<file path="src/hdl/trade_bar_ohlc_aggregator_top_macros.svh">
// assertion macros shared by the aggregator rtl
`ifndef TRADE_BAR_OHLC_AGGREGATOR_TOP_MACROS_SVH
`define TRADE_BAR_OHLC_AGGREGATOR_TOP_MACROS_SVH

// consequent must hold in the same cycle as the antecedent
`define TBOA_ASSERT_NOW(label, clk, rst, ante, cons) \
   label: assert property (@(posedge clk) disable iff (rst) (ante) |-> (cons)) \
      else $error("tboa same-cycle check failed");

// consequent must hold in the cycle after the antecedent
`define TBOA_ASSERT_NEXT(label, clk, rst, ante, cons) \
   label: assert property (@(posedge clk) disable iff (rst) (ante) |=> (cons)) \
      else $error("tboa next-cycle check failed");

`endif

</file>
<file path="src/hdl/tboa_pkg.sv">
package tboa_pkg;

   // field widths
   localparam int VOL_W       = 32;
   localparam int AMT_W       = 48;
   localparam int VOL_TOT_W   = 40;
   localparam int AMT_TOT_W   = 56;
   localparam int PRICE_W     = 32;
   localparam int COUNT_OUT_W = 10;
   localparam int CFG_W       = 10;

   // combined volume and amount of one request
   localparam int VOL_SUM_W = VOL_W + 1;
   localparam int AMT_SUM_W = AMT_W + 1;

   // digit width of the serial accumulators
   localparam int DIGIT_W = 2;

   // minimum interval count after reset: three hours of minute bars
   localparam logic [CFG_W-1:0] MIN_INTERVALS_RESET = CFG_W'(60 * 3);

   typedef enum logic [1:0] {
      ST_IDLE,
      ST_RUN,
      ST_DONE
   } state_type;

   typedef struct packed {
      logic start;
      logic clear;
   } acc_ctl_type;

endpackage

</file>
<file path="src/hdl/tboa_acc.sv">
module tboa_acc #(
   parameter int TOT_W = 40
) (
   input  logic                  clock,
   input  logic                  reset,
   input  tboa_pkg::acc_ctl_type ctl,
   input  logic [TOT_W-1:0]      addend,
   output logic [TOT_W-1:0]      total,
   output logic                  busy
);

   localparam int DW   = tboa_pkg::DIGIT_W;
   localparam int NDIG = TOT_W / DW;
   localparam int CW   = $clog2(NDIG);

   logic [TOT_W-1:0] acc_ff, acc_in;
   logic [TOT_W-1:0] add_ff, add_in;
   logic             carry_ff, carry_in;
   logic [CW-1:0]    cnt_ff, cnt_in;
   logic             busy_ff, busy_in;
   logic [DW:0]      digit_sum;
   logic             last_digit;

   // one digit of the running total per cycle, rotating through the register
   always_comb begin
      digit_sum  = {1'b0, acc_ff[DW-1:0]} + {1'b0, add_ff[DW-1:0]} + {{DW{1'b0}}, carry_ff};
      last_digit = (cnt_ff == CW'(NDIG - 1));
      acc_in     = acc_ff;
      add_in     = add_ff;
      carry_in   = carry_ff;
      cnt_in     = cnt_ff;
      busy_in    = busy_ff;
      if (ctl.clear) begin
         acc_in = '0;
      end
      if (ctl.start) begin
         add_in   = addend;
         carry_in = 1'b0;
         cnt_in   = '0;
         busy_in  = 1'b1;
      end else if (busy_ff) begin
         acc_in   = {digit_sum[DW-1:0], acc_ff[TOT_W-1:DW]};
         add_in   = add_ff >> DW;
         carry_in = digit_sum[DW];
         cnt_in   = cnt_ff + CW'(1);
         if (last_digit) begin
            busy_in = 1'b0;
            // carry out of the top digit: clamp to all ones
            if (digit_sum[DW]) begin
               acc_in = '1;
            end
         end
      end
   end

   // control and running total
   always_ff @(posedge clock) begin
      if (reset) begin
         acc_ff   <= '0;
         carry_ff <= 1'b0;
         cnt_ff   <= '0;
         busy_ff  <= 1'b0;
      end else begin
         acc_ff   <= acc_in;
         carry_ff <= carry_in;
         cnt_ff   <= cnt_in;
         busy_ff  <= busy_in;
      end
   end

   // addend shift register
   always_ff @(posedge clock) begin
      add_ff <= add_in;
   end

   assign total = acc_ff;
   assign busy  = busy_ff;

endmodule

</file>
<file path="src/hdl/tboa_div.sv">
module tboa_div (
   input  logic                           clock,
   input  logic                           reset,
   input  logic                           start,
   input  logic [tboa_pkg::AMT_SUM_W-1:0] dividend,
   input  logic [tboa_pkg::VOL_SUM_W-1:0] divisor,
   output logic [tboa_pkg::PRICE_W-1:0]   quotient,
   output logic                           busy,
   output logic                           last_step
);

   localparam int QW   = tboa_pkg::PRICE_W;
   localparam int DVW  = tboa_pkg::VOL_SUM_W;
   localparam int DDW  = tboa_pkg::AMT_SUM_W;
   localparam int HI_W = DDW - QW;
   localparam int CW   = $clog2(QW);

   logic [DVW-1:0] rem_ff, rem_in;
   logic [QW-1:0]  q_ff, q_in;
   logic [DVW-1:0] div_ff, div_in;
   logic           sat_ff, sat_in;
   logic [CW-1:0]  cnt_ff, cnt_in;
   logic           busy_ff, busy_in;
   logic [DVW:0]   trial;
   logic [DVW:0]   diff;
   logic           fits;
   logic [DVW-1:0] hi_part;

   // restoring radix-2 step; low dividend bits leave the top of q_ff as quotient bits enter
   always_comb begin
      trial   = {rem_ff, q_ff[QW-1]};
      fits    = (trial >= {1'b0, div_ff});
      diff    = trial - {1'b0, div_ff};
      hi_part = {{(DVW - HI_W){1'b0}}, dividend[DDW-1:QW]};
      rem_in  = rem_ff;
      q_in    = q_ff;
      div_in  = div_ff;
      sat_in  = sat_ff;
      cnt_in  = cnt_ff;
      busy_in = busy_ff;
      if (start) begin
         // upper part at or above the divisor means the quotient needs more than 32 bits
         rem_in  = hi_part;
         q_in    = dividend[QW-1:0];
         div_in  = divisor;
         sat_in  = (hi_part >= divisor);
         cnt_in  = '0;
         busy_in = 1'b1;
      end else if (busy_ff) begin
         rem_in = fits ? diff[DVW-1:0] : trial[DVW-1:0];
         q_in   = {q_ff[QW-2:0], fits};
         cnt_in = cnt_ff + CW'(1);
         if (cnt_ff == CW'(QW - 1)) begin
            busy_in = 1'b0;
         end
      end
   end

   // control
   always_ff @(posedge clock) begin
      if (reset) begin
         cnt_ff  <= '0;
         busy_ff <= 1'b0;
      end else begin
         cnt_ff  <= cnt_in;
         busy_ff <= busy_in;
      end
   end

   // datapath
   always_ff @(posedge clock) begin
      rem_ff <= rem_in;
      q_ff   <= q_in;
      div_ff <= div_in;
      sat_ff <= sat_in;
   end

   assign last_step = busy_ff && (cnt_ff == CW'(QW - 1));
   assign busy      = busy_ff;
   assign quotient  = sat_ff ? '1 : q_ff;

endmodule

</file>
<file path="src/hdl/trade_bar_ohlc_aggregator_top.sv">
// channel   direction  handshake                 payload
// req       in         req_valid / req_ready     interval volumes, amounts, last_in_row
// rsp       out        rsp_valid / rsp_ready     row totals, ohlc prices, count, flags
// csr       in         csr_wr_en                 min_intervals
//
// a request is accepted, then runs through the 32 steps of the bit-serial price divider
// and then updates the price registers; the divider loop sets how long a request takes.
// the saturating totals run two bits a cycle alongside the divider and finish first.
// a row result sits in the output register while the next request is taken; a row end
// waits in the update cycle only while an earlier result is still not taken.
// synchronous reset clears the row state, loads min_intervals with 180 and drops rsp_valid.
`include "trade_bar_ohlc_aggregator_top_macros.svh"

module trade_bar_ohlc_aggregator_top #(
   parameter int COUNT_WIDTH = 10
) (
   input  logic                             clock,
   input  logic                             reset,
   // request channel
   input  logic                             req_valid,
   output logic                             req_ready,
   input  logic [tboa_pkg::VOL_W-1:0]       req_sell_volume,
   input  logic [tboa_pkg::AMT_W-1:0]       req_sell_amount,
   input  logic [tboa_pkg::VOL_W-1:0]       req_buy_volume,
   input  logic [tboa_pkg::AMT_W-1:0]       req_buy_amount,
   input  logic                             req_last_in_row,
   // result channel
   output logic                             rsp_valid,
   input  logic                             rsp_ready,
   output logic [tboa_pkg::VOL_TOT_W-1:0]   rsp_sell_volume_total,
   output logic [tboa_pkg::AMT_TOT_W-1:0]   rsp_sell_amount_total,
   output logic [tboa_pkg::VOL_TOT_W-1:0]   rsp_buy_volume_total,
   output logic [tboa_pkg::AMT_TOT_W-1:0]   rsp_buy_amount_total,
   output logic [tboa_pkg::PRICE_W-1:0]     rsp_open_price,
   output logic [tboa_pkg::PRICE_W-1:0]     rsp_close_price,
   output logic [tboa_pkg::PRICE_W-1:0]     rsp_high_price,
   output logic [tboa_pkg::PRICE_W-1:0]     rsp_low_price,
   output logic [tboa_pkg::COUNT_OUT_W-1:0] rsp_interval_count,
   output logic                             rsp_kept,
   output logic                             rsp_zero_volume_seen,
   // configuration
   input  logic                             csr_wr_en,
   input  logic [tboa_pkg::CFG_W-1:0]       csr_wr_data
);

   localparam int PW   = tboa_pkg::PRICE_W;
   localparam int VTW  = tboa_pkg::VOL_TOT_W;
   localparam int ATW  = tboa_pkg::AMT_TOT_W;
   localparam int COW  = tboa_pkg::COUNT_OUT_W;
   localparam int CFW  = tboa_pkg::CFG_W;
   localparam int EXTW = ((COUNT_WIDTH > COW) ? COUNT_WIDTH : COW) + 1;
   localparam int CMPW = ((COUNT_WIDTH > CFW) ? COUNT_WIDTH : CFW) + 1;

   tboa_pkg::state_type state_ff, state_in;
   tboa_pkg::acc_ctl_type acc_ctl;

   logic [CFW-1:0]         min_ff;
   logic [COUNT_WIDTH-1:0] count_ff;
   logic                   first_ff, first_in;
   logic                   error_ff;
   logic [PW-1:0]          open_ff, open_in;
   logic [PW-1:0]          close_ff, close_in;
   logic [PW-1:0]          high_ff, high_in;
   logic [PW-1:0]          low_ff, low_in;
   logic                   last_ff;
   logic                   vol_nz_ff;

   logic [tboa_pkg::VOL_SUM_W-1:0] vol_sum;
   logic [tboa_pkg::AMT_SUM_W-1:0] amt_sum;
   logic [PW-1:0]  price;
   logic           div_start, div_busy, div_last_step;
   logic           accept, commit, emit;
   logic [VTW-1:0] sv_total, bv_total;
   logic [ATW-1:0] sa_total, ba_total;
   logic           sv_busy, sa_busy, bv_busy, ba_busy, acc_busy_any;
   logic [EXTW-1:0] count_ext;
   logic [COW-1:0]  count_out;
   logic            kept;

   logic              rsp_valid_ff;
   logic [VTW-1:0]    rsp_sv_ff, rsp_bv_ff;
   logic [ATW-1:0]    rsp_sa_ff, rsp_ba_ff;
   logic [PW-1:0]     rsp_open_ff, rsp_close_ff, rsp_high_ff, rsp_low_ff;
   logic [COW-1:0]    rsp_count_ff;
   logic              rsp_kept_ff, rsp_zero_ff;

   // combined volume and amount of the incoming request
   assign vol_sum = {1'b0, req_sell_volume} + {1'b0, req_buy_volume};
   assign amt_sum = {1'b0, req_sell_amount} + {1'b0, req_buy_amount};

   // serial saturating row totals
   tboa_acc #(.TOT_W(VTW)) u_sv_acc (
      .clock(clock), .reset(reset), .ctl(acc_ctl),
      .addend(VTW'(req_sell_volume)), .total(sv_total), .busy(sv_busy)
   );
   tboa_acc #(.TOT_W(ATW)) u_sa_acc (
      .clock(clock), .reset(reset), .ctl(acc_ctl),
      .addend(ATW'(req_sell_amount)), .total(sa_total), .busy(sa_busy)
   );
   tboa_acc #(.TOT_W(VTW)) u_bv_acc (
      .clock(clock), .reset(reset), .ctl(acc_ctl),
      .addend(VTW'(req_buy_volume)), .total(bv_total), .busy(bv_busy)
   );
   tboa_acc #(.TOT_W(ATW)) u_ba_acc (
      .clock(clock), .reset(reset), .ctl(acc_ctl),
      .addend(ATW'(req_buy_amount)), .total(ba_total), .busy(ba_busy)
   );
   assign acc_busy_any = sv_busy | sa_busy | bv_busy | ba_busy;

   // bit-serial average price
   tboa_div u_div (
      .clock(clock), .reset(reset), .start(div_start),
      .dividend(amt_sum), .divisor(vol_sum), .quotient(price),
      .busy(div_busy), .last_step(div_last_step)
   );

   // interval count as emitted, and the keep decision
   always_comb begin
      count_ext = EXTW'(count_ff);
      count_out = (count_ext > EXTW'(2**COW - 1)) ? '1 : count_ext[COW-1:0];
      kept      = (CMPW'(count_ff) > CMPW'(min_ff));
   end

   // sequencer and price update
   always_comb begin
      state_in  = state_ff;
      req_ready = (state_ff == tboa_pkg::ST_IDLE);
      acc_ctl   = '0;
      div_start = 1'b0;
      commit    = 1'b0;
      emit      = 1'b0;
      first_in  = first_ff;
      open_in   = open_ff;
      close_in  = close_ff;
      high_in   = high_ff;
      low_in    = low_ff;
      if (vol_nz_ff) begin
         if (first_ff) begin
            open_in  = price;
            close_in = price;
            high_in  = price;
            low_in   = price;
            first_in = 1'b0;
         end else begin
            close_in = price;
            if (price > high_ff) begin
               high_in = price;
            end else if (price < low_ff) begin
               low_in = price;
            end
         end
      end
      case (state_ff)
         tboa_pkg::ST_IDLE: begin
            if (req_valid) begin
               acc_ctl.start = 1'b1;
               div_start     = 1'b1;
               state_in      = tboa_pkg::ST_RUN;
            end
         end
         tboa_pkg::ST_RUN: begin
            if (div_last_step && !acc_busy_any) begin
               state_in = tboa_pkg::ST_DONE;
            end
         end
         tboa_pkg::ST_DONE: begin
            if (!last_ff) begin
               commit   = 1'b1;
               state_in = tboa_pkg::ST_IDLE;
            end else if (!rsp_valid_ff || rsp_ready) begin
               commit        = 1'b1;
               emit          = 1'b1;
               acc_ctl.clear = 1'b1;
               state_in      = tboa_pkg::ST_IDLE;
            end
         end
         default: begin
            state_in = tboa_pkg::ST_IDLE;
         end
      endcase
   end

   assign accept = req_valid && req_ready;

   // control and row state
   always_ff @(posedge clock) begin
      if (reset) begin
         state_ff     <= tboa_pkg::ST_IDLE;
         min_ff       <= tboa_pkg::MIN_INTERVALS_RESET;
         count_ff     <= '0;
         first_ff     <= 1'b1;
         error_ff     <= 1'b0;
         open_ff      <= '0;
         close_ff     <= '0;
         high_ff      <= '0;
         low_ff       <= '0;
         rsp_valid_ff <= 1'b0;
      end else begin
         state_ff <= state_in;
         if (csr_wr_en) begin
            min_ff <= csr_wr_data;
         end
         if (accept) begin
            if (count_ff != '1) begin
               count_ff <= count_ff + COUNT_WIDTH'(1);
            end
            if (vol_sum == '0) begin
               error_ff <= 1'b1;
            end
         end
         // row end: start a fresh row, otherwise take the price update
         if (emit) begin
            count_ff <= '0;
            first_ff <= 1'b1;
            error_ff <= 1'b0;
            open_ff  <= '0;
            close_ff <= '0;
            high_ff  <= '0;
            low_ff   <= '0;
         end else if (commit) begin
            first_ff <= first_in;
            open_ff  <= open_in;
            close_ff <= close_in;
            high_ff  <= high_in;
            low_ff   <= low_in;
         end
         // result valid
         if (emit) begin
            rsp_valid_ff <= 1'b1;
         end else if (rsp_ready) begin
            rsp_valid_ff <= 1'b0;
         end
      end
   end

   // request flags held for the update cycle
   always_ff @(posedge clock) begin
      if (accept) begin
         last_ff   <= req_last_in_row;
         vol_nz_ff <= (vol_sum != '0);
      end
   end

   // result register
   always_ff @(posedge clock) begin
      if (emit) begin
         rsp_sv_ff    <= sv_total;
         rsp_sa_ff    <= sa_total;
         rsp_bv_ff    <= bv_total;
         rsp_ba_ff    <= ba_total;
         rsp_open_ff  <= open_in;
         rsp_close_ff <= close_in;
         rsp_high_ff  <= high_in;
         rsp_low_ff   <= low_in;
         rsp_count_ff <= count_out;
         rsp_kept_ff  <= kept;
         rsp_zero_ff  <= error_ff;
      end
   end

   assign rsp_valid             = rsp_valid_ff;
   assign rsp_sell_volume_total = rsp_sv_ff;
   assign rsp_sell_amount_total = rsp_sa_ff;
   assign rsp_buy_volume_total  = rsp_bv_ff;
   assign rsp_buy_amount_total  = rsp_ba_ff;
   assign rsp_open_price        = rsp_open_ff;
   assign rsp_close_price       = rsp_close_ff;
   assign rsp_high_price        = rsp_high_ff;
   assign rsp_low_price         = rsp_low_ff;
   assign rsp_interval_count    = rsp_count_ff;
   assign rsp_kept              = rsp_kept_ff;
   assign rsp_zero_volume_seen  = rsp_zero_ff;

   // checks
   `TBOA_ASSERT_NEXT(a_accept_starts_div, clock, reset, (state_ff == tboa_pkg::ST_IDLE && req_valid), div_busy)
   `TBOA_ASSERT_NOW(a_update_units_idle, clock, reset, (state_ff == tboa_pkg::ST_DONE), (!div_busy && !acc_busy_any))
   `TBOA_ASSERT_NEXT(a_row_end_waits, clock, reset, (state_ff == tboa_pkg::ST_DONE && last_ff && rsp_valid_ff && !rsp_ready), (state_ff == tboa_pkg::ST_DONE))
   `TBOA_ASSERT_NEXT(a_emit_clears_row, clock, reset, emit, (count_ff == '0 && first_ff && !error_ff && rsp_valid_ff))

endmodule

</file>
<file path="config.mk">
export PLATFORM = sky130hd
export DESIGN_NAME = trade_bar_ohlc_aggregator_top
export DESIGN_NICKNAME = d
export VERILOG_FILES = /design/src/hdl/tboa_pkg.sv /design/src/hdl/tboa_acc.sv /design/src/hdl/tboa_div.sv /design/src/hdl/trade_bar_ohlc_aggregator_top.sv
export VERILOG_INCLUDE_DIRS = /design/src /design/src/hdl
export SDC_FILE = /design/constraint.sdc
export NUM_CORES = 2
export LEC_CHECK = 0
export ABC_AREA = 1
export BUFFER_PORTS_ARGS = -buffer_cell sky130_fd_sc_hd__buf_2
export CAP_MARGIN = 20
export CORE_ASPECT_RATIO = 0.7
export CORE_UTILIZATION = 45
export DETAILED_ROUTE_END_ITERATION = 10
export PLACE_DENSITY_LB_ADDON = 0.15
export RECOVER_POWER = 100
export SETUP_SLACK_MARGIN = 0.5
export SLEW_MARGIN = 20
export SYNTH_ARGS = -nofsm -noshare
export SYNTH_HDL_FRONTEND = slang
export SYNTH_SLANG_ARGS = --single-unit
</file>
<file path="constraint.sdc">
create_clock -name clock -period 13.45 [get_ports clock]
set_input_delay 0.6725 -clock clock [delete_from_list [all_inputs] [get_ports clock]]
set_output_delay 0.6725 -clock clock [all_outputs]
set_load 0.03 [all_outputs]
</file>
After elaboration in Yosys (flattened, before gate mapping)

Index checks and enable logic that the tools add are counted.

$add $sub $neg: 17
Multipliers: 0
Divide/modulo/power cells: 0
Magnitude comparators: 5
Eq/ne operators: 11
Shift-type cells: 0
Mux-type cells: 73
Bitwise gates (word level): 3
Reduce and logical (&&, ||, !) cells: 21

Operator list:

| operator                                      | count |
|---|---|
| two-way mux 56 bit                            | 10 |
| two-way mux 32 bit                            | 17 |
| two-way mux 40 bit                            | 10 |
| two-way mux 48 bit                            | 4 |
| adder 48 x 48 -> 49 bit                       | 1 |
| greater-or-equal comparator 34 x 33 -> 1 bit  | 1 |
| two-way mux 17 bit                            | 2 |
| adder 32 x 32 -> 33 bit                       | 1 |
| greater-or-equal comparator 17 x 33 -> 1 bit  | 1 |
| logical NOT 33 bit                            | 1 |
| two-way mux 33 bit                            | 1 |
| nonzero test 33 bit                           | 1 |
| subtractor 33 bit                             | 1 |
| greater-than comparator 32 bit                | 1 |
| less-than comparator 32 bit                   | 1 |
| adder 5 x 1 -> 5 bit, second input constant   | 5 |
| equality test 5 bit, second input constant    | 5 |
| two-way mux 1 bit                             | 24 |
| adder 2 x 2 -> 3 bit                          | 4 |
| adder 3 x 1 -> 3 bit                          | 4 |
| nonzero test 2 bit                            | 6 |
| adder 10 x 1 -> 10 bit, second input constant | 1 |
| greater-than comparator 10 bit                | 1 |
| inequality test 10 bit, second input constant | 1 |
| other kinds (14)                              | 26 |

Register bits after elaboration: 972
Latch bits: 0
Bits in writable memories: 0
ROM bits: 0
Output and inout bits: 334
Logic and storage cells: 180
Memories kept: 0

Longest topological paths before layout

Word-level depth: 8
Depth in mapped cells: 27

By module

Synthesis repeated with hierarchy kept, for this count alone.

Cell total of the unflattened synthesis: 6375
Area, all modules: 51578.2 µm²

Modules (own cells, without submodules):

| module                        | instances | cells an instance | area each (µm²) | sequential area each (µm²) |
|---|---|---|---|---|
| trade_bar_ohlc_aggregator_top | 1         | 2803              | 24663.7         | 13092.6 |
| tboa_acc at u_ba_acc ...      | 2         | 703               | 5400.2          | 2942.8 |
| tboa_div                      | 1         | 1136              | 7910.1          | 2932.8 |
| tboa_acc at u_sv_acc          | 1         | 515               | 4103.9          | 2142.1 |
| tboa_acc at u_bv_acc          | 1         | 515               | 4100.2          | 2142.1 |

Worst setup path before layout

No wires, ideal clock.

Path type: input port to flip-flop
From: input port rsp_ready
To: register low_ff[17]
Library setup time: 0.109 ns
Arrival time: 8.221 ns
Data required time: 13.341 ns
Path slack: 5.120 ns
Stages: 11
Path buffers: 2
Cells stage by stage: nor2_1 -> inv_1 -> nand3_2 -> inv_1 -> nor2_4 -> clkinv_1 -> buf_2 -> clkbuf_1 -> a21oi_1 -> nand2_1 -> inv_1

Longest elaborated chain between the ends: 5

RTL lines:

| what                                | RTL line                             | text |
|---|---|---|
| start, declared                     | trade_bar_ohlc_aggregator_top.sv:29  | `input logic rsp_ready,` |
| logical OR 1 bit                    | trade_bar_ohlc_aggregator_top.sv:170 | `end else if (!rsp_valid_ff \|\| rsp_ready) begin` |
| two-way mux 1 bit                   | trade_bar_ohlc_aggregator_top.sv:170 |  |
| two-way mux 1 bit                   | trade_bar_ohlc_aggregator_top.sv:167 | `if (!last_ff) begin` |
| two-way mux 1 bit                   | trade_bar_ohlc_aggregator_top.sv:153 | `case (state_ff)` |
| named net emit                      | trade_bar_ohlc_aggregator_top.sv:72  | `logic accept, commit, emit;` |
| OR reduction 2 bit (no source line) | --                                   |  |
| end signal, assigned                | trade_bar_ohlc_aggregator_top.sv:225 | `low_ff <= low_in;` |
| end, declared                       | trade_bar_ohlc_aggregator_top.sv:64  | `logic [PW-1:0] low_ff, low_in;` |

The timed path passes the listed nets, and every way through them passes these cells.
A chain may end at the register's enable or synchronous reset.

Worst setup path in the final report

From: register state_ff[0]
To: register u_sa_acc.acc_ff[41] (netlist: u_sa_acc.total[41])

Longest elaborated chain between the ends: 5

RTL lines:

| what                   | RTL line                             | text |
|---|---|---|
| start, declared        | trade_bar_ohlc_aggregator_top.sv:54  | `tboa_pkg::state_type state_ff, state_in;` |
| start signal, assigned | trade_bar_ohlc_aggregator_top.sv:188 | `state_ff <= tboa_pkg::ST_IDLE;` |
| start signal, assigned | trade_bar_ohlc_aggregator_top.sv:199 | `state_ff <= state_in;` |
| equality test 2 bit    | trade_bar_ohlc_aggregator_top.sv:153 |  |
| two-way mux 1 bit      | trade_bar_ohlc_aggregator_top.sv:153 |  |
| two-way mux 56 bit     | tboa_acc.sv:33                       | `if (ctl.clear) begin` |
| two-way mux 56 bit     | tboa_acc.sv:41                       | `end else if (busy_ff) begin` |
| two-way mux 56 bit *   | tboa_acc.sv:36                       | `if (ctl.start) begin` |
| end signal, assigned   | tboa_acc.sv:64                       | `acc_ff <= acc_in;` |
| end, declared          | tboa_acc.sv:16                       | `logic [TOT_W-1:0] acc_ff, acc_in;` |

Every way passes the cells marked *; elsewhere a longest branch is shown, timed or not.

==> impl_metrics.json <==
{
  "area_growth_pct": 13.3,
  "hpwlAfterDp_um": 93900,
  "ctsHoldBuffers": 0,
  "crit_buf_inv": 5,
  "tns_ps": 0,
  "met2_usage_pct": 35.5,
  "fin_skew_ps": 37.8,
  "max_freq_mhz": 122,
  "wirelength_um": 134000,
  "grt_pass1_wl_um": 205000,
  "yosysUniqueCellTypes": 59,
  "cp_top_family": "buffers and inverters",
  "startpoint_type": "flop",
  "grt_max_degree": 114,
  "status": "complete, but fails checks",
  "place_area_um2": 50700,
  "vias": 38400,
  "synth_cells": 5457,
  "rsz0062_at_grt": "no",
  "core_um2": 103000,
  "required_ps": 13850,
  "synth_simple_gate_area_share_pct": 19.4,
  "relSlewSlack_pct": -224,
  "crit_path_max_fanout": 97,
  "nNetsFinal": 6234,
  "cts_tree": "yes",
  "synth_largest_area_cell": "edfxtp_1",
  "power_density_nw_per_um2": 137,
  "peakVddDrop_mv": 0.105,
  "initial_core_util_pct": 45.8,
  "io_buffers": 509,
  "overflow": 0,
  "clock_path_buffers": 3,
  "cp_common_cell": "clkbuf_1",
  "detail-route-antenna-nets": 0,
  "place.gp.congestion": 0.912,
  "synthArstFlopShare_pct": 0,
  "first_iter_violations": 3426,
  "critPathKind": "flop to flop",
  "die_height_um": 273,
  "synth_seq_area_share_pct": 53.5,
  "final_cell_mix": "nand2_1, inv_1, edfxtp_1",
  "tightest_slew_ps": 4830,
  "critPathMaxStageDelay_ps": 2590,
  "cap_violations": 20,
  "synth_nets": 5854,
  "synthTopCellsByArea": "edfxtp_1, dfxtp_1, nand2_1, ha_1, a21oi_1",
  "fin_crit_sh_pct": 60.8,
  "wl_per_cell_um": 18.5,
  "synth_edf_count": 577,
  "synthFlopType": "edfxtp_1",
  "grt_pass1_vias": 35000,
  "synth_fa_ha_area_share_pct": 6.03,
  "drc": 0,
  "syn_area_per_cell_um2": 8.65,
  "path_cells": "nor2_1, nand2_4, clkinvlp_2, clkbuf_1, nor2_2, clkbuf_1, inv_1, buf_4, nand3_1, a21oi_1",
  "drive_gt1_share_pct": 6.94,
  "path_clk_slew_ps": 60,
  "synth_top_area_share_pct": 36.7,
  "use_met1_pct": 36.8,
  "final_util_pct": 51.9,
  "yosysWarnings": 0,
  "synth-xor-area-share_pct": 1.24,
  "muxShareOfSynthArea_pct": 0.0212,
  "via_per_inst": 5.28,
  "holdWs_ps": 140,
  "met3_usage_pct": 5.02,
  "stdcell_area_um2": 53500,
  "cts_buffers": 95,
  "setup_viol_count_final": 0,
  "antenna_found_initial": 6,
  "synth_top_family_by_area": "simple AND/OR/NAND/NOR gates",
  "ys_ff_latch": 972,
  "dr.pass1.iters": 6,
  "violations": "capacitance limit, slew limit",
  "netlist_area_um2": 47200,
  "final_common_cell": "nand2_1",
  "min_path_type": "input pin to flop",
  "fp.dieW_um": 389,
  "critPathSlowestCell": "clkinvlp_2",
  "grt_use_total_pct": 24.5,
  "min_period_ps": 8180,
  "die_area_um2": 106000,
  "cts_setup_buffers": 0,
  "rows": 98,
  "p_leak_nw": 21.9,
  "cts_root_buf": "clkbuf_16",
  "hold_violations": 0,
  "grt-busiest-layer": "met1",
  "cts_repair_resize_count": 0,
  "io_pins": 510,
  "maxSlewViolCount": 1088,
  "worstPathArrival_ps": 8570,
  "cp-end-kind": "flop",
  "clk_latency_ps": 720,
  "cts_sinks": 972,
  "synth_compound_area_share_pct": 12.6,
  "htree_levels": 3
}
## power by group
part / switching (W) / internal [W] / leakage (nW)
combinational: 0.000784 / 0.000364 / 11.6
sequential: 0.0000570 / 0.00331 / 8.67
clock: 0.00123 / 0.00157 / 1.62
total: 0.00207 / 0.00524 / 21.9
## state kept, by name, summed over array words and instances (netlist names), 40 cells and up
| name | cells |
|---|---|
| u_sa_acc.total | 56 |
| u_sv_acc.total | 40 |
| rsp_sell_amount_total | 56 |
| u_ba_acc.total | 56 |
| rsp_sell_volume_total | 40 |
| rsp_buy_amount_total | 56 |
| u_sa_acc.add_ff | 48 |
| rsp_buy_volume_total | 40 |
| u_ba_acc.add_ff | 48 |
| u_bv_acc.total | 40 |
## synth_stat cells, drive strengths merged (3+ instances only)
master	n
nand2	1389
inv	625
edfxtp	577
a21oi	511
o21ai	495
dfxtp	395
nand3	391
nor2	253
clkbuf	219
ha	210
or2	49
buf	45
nor3	40
a31oi	36
xnor2	34
xor2	32
nand4	31
o21bai	18
nor4	14
o211ai	14
a211oi	11
fa	11
a21o	10
o21a	9
and2	7
a21boi	5
nand3b	5
nor3b	4
and3	3
## routing by layer
layer | share of wire, % | routed length, µm
met3 | 7.3 | 9760
met2 | 42 | 56600
met5 | 0.020 | 27
met4 | 2.5 | 3420
met1 | 48 | 64700
## final cells by class
| class | count | area, µm² |
|---|---|---|
| Antenna cell | 4 | 10.0 |
| Clock buffer | 131 | 2740 |
| Clock inverter | 48 | 551 |
| Fill cell | 9842 | 49500 |
| Inverter | 627 | 2360 |
| Multi-Input combinational cell | 3594 | 18500 |
| Sequential cell | 972 | 25200 |
| Tap cell | 1350 | 1690 |
| Timing Repair Buffer | 547 | 2360 |
## metrics by stage
step	cells	worst slack, ps	power [W]
after floorplan	5457	5120	0.00421
after CTS	7268	8800	0.00736
after global routing	7273	4280	0.00763
after global placement	7089	8720	0.00455
final	7273	5270	0.00731
after detailed placement	7089	8680	0.00456
## worst register-to-register path: stages, from the launching register on
cell,delay [ps]
dfxtp_1,350
nor2_1,120
nand2_4,110
clkinvlp_2,2590
clkbuf_1,1960
nor2_2,410
clkbuf_1,1570
inv_1,100
buf_4,400
nand3_1,170
a21oi_1,80
## cell families (layout without fill, tap and decap cells)
kind of cell / after synthesis / after routing
compound gates: 1120 / 1120
xor+xnor: 66 / 66
simple gates: 2186 / 2186
flops: 972 / 972
other cells: 0 / 4
fa+ha+maj: 221 / 221
mux: 1 / 1
buf+inv: 891 / 1353
## worst paths after layout
check / startpoint / end / slack (ps) / cells after the start
max: state_ff[0] / u_sa_acc.total[41] / 5270 / 10
min: req_last_in_row / last_ff / 140 / 1
max reg2reg: state_ff[0] / u_sa_acc.total[41] / 5270 / 10
min reg2reg: u_bv_acc.total[39] / rsp_buy_volume_total[39] / 430 / 0
Power figures use the tool's default switching activity.
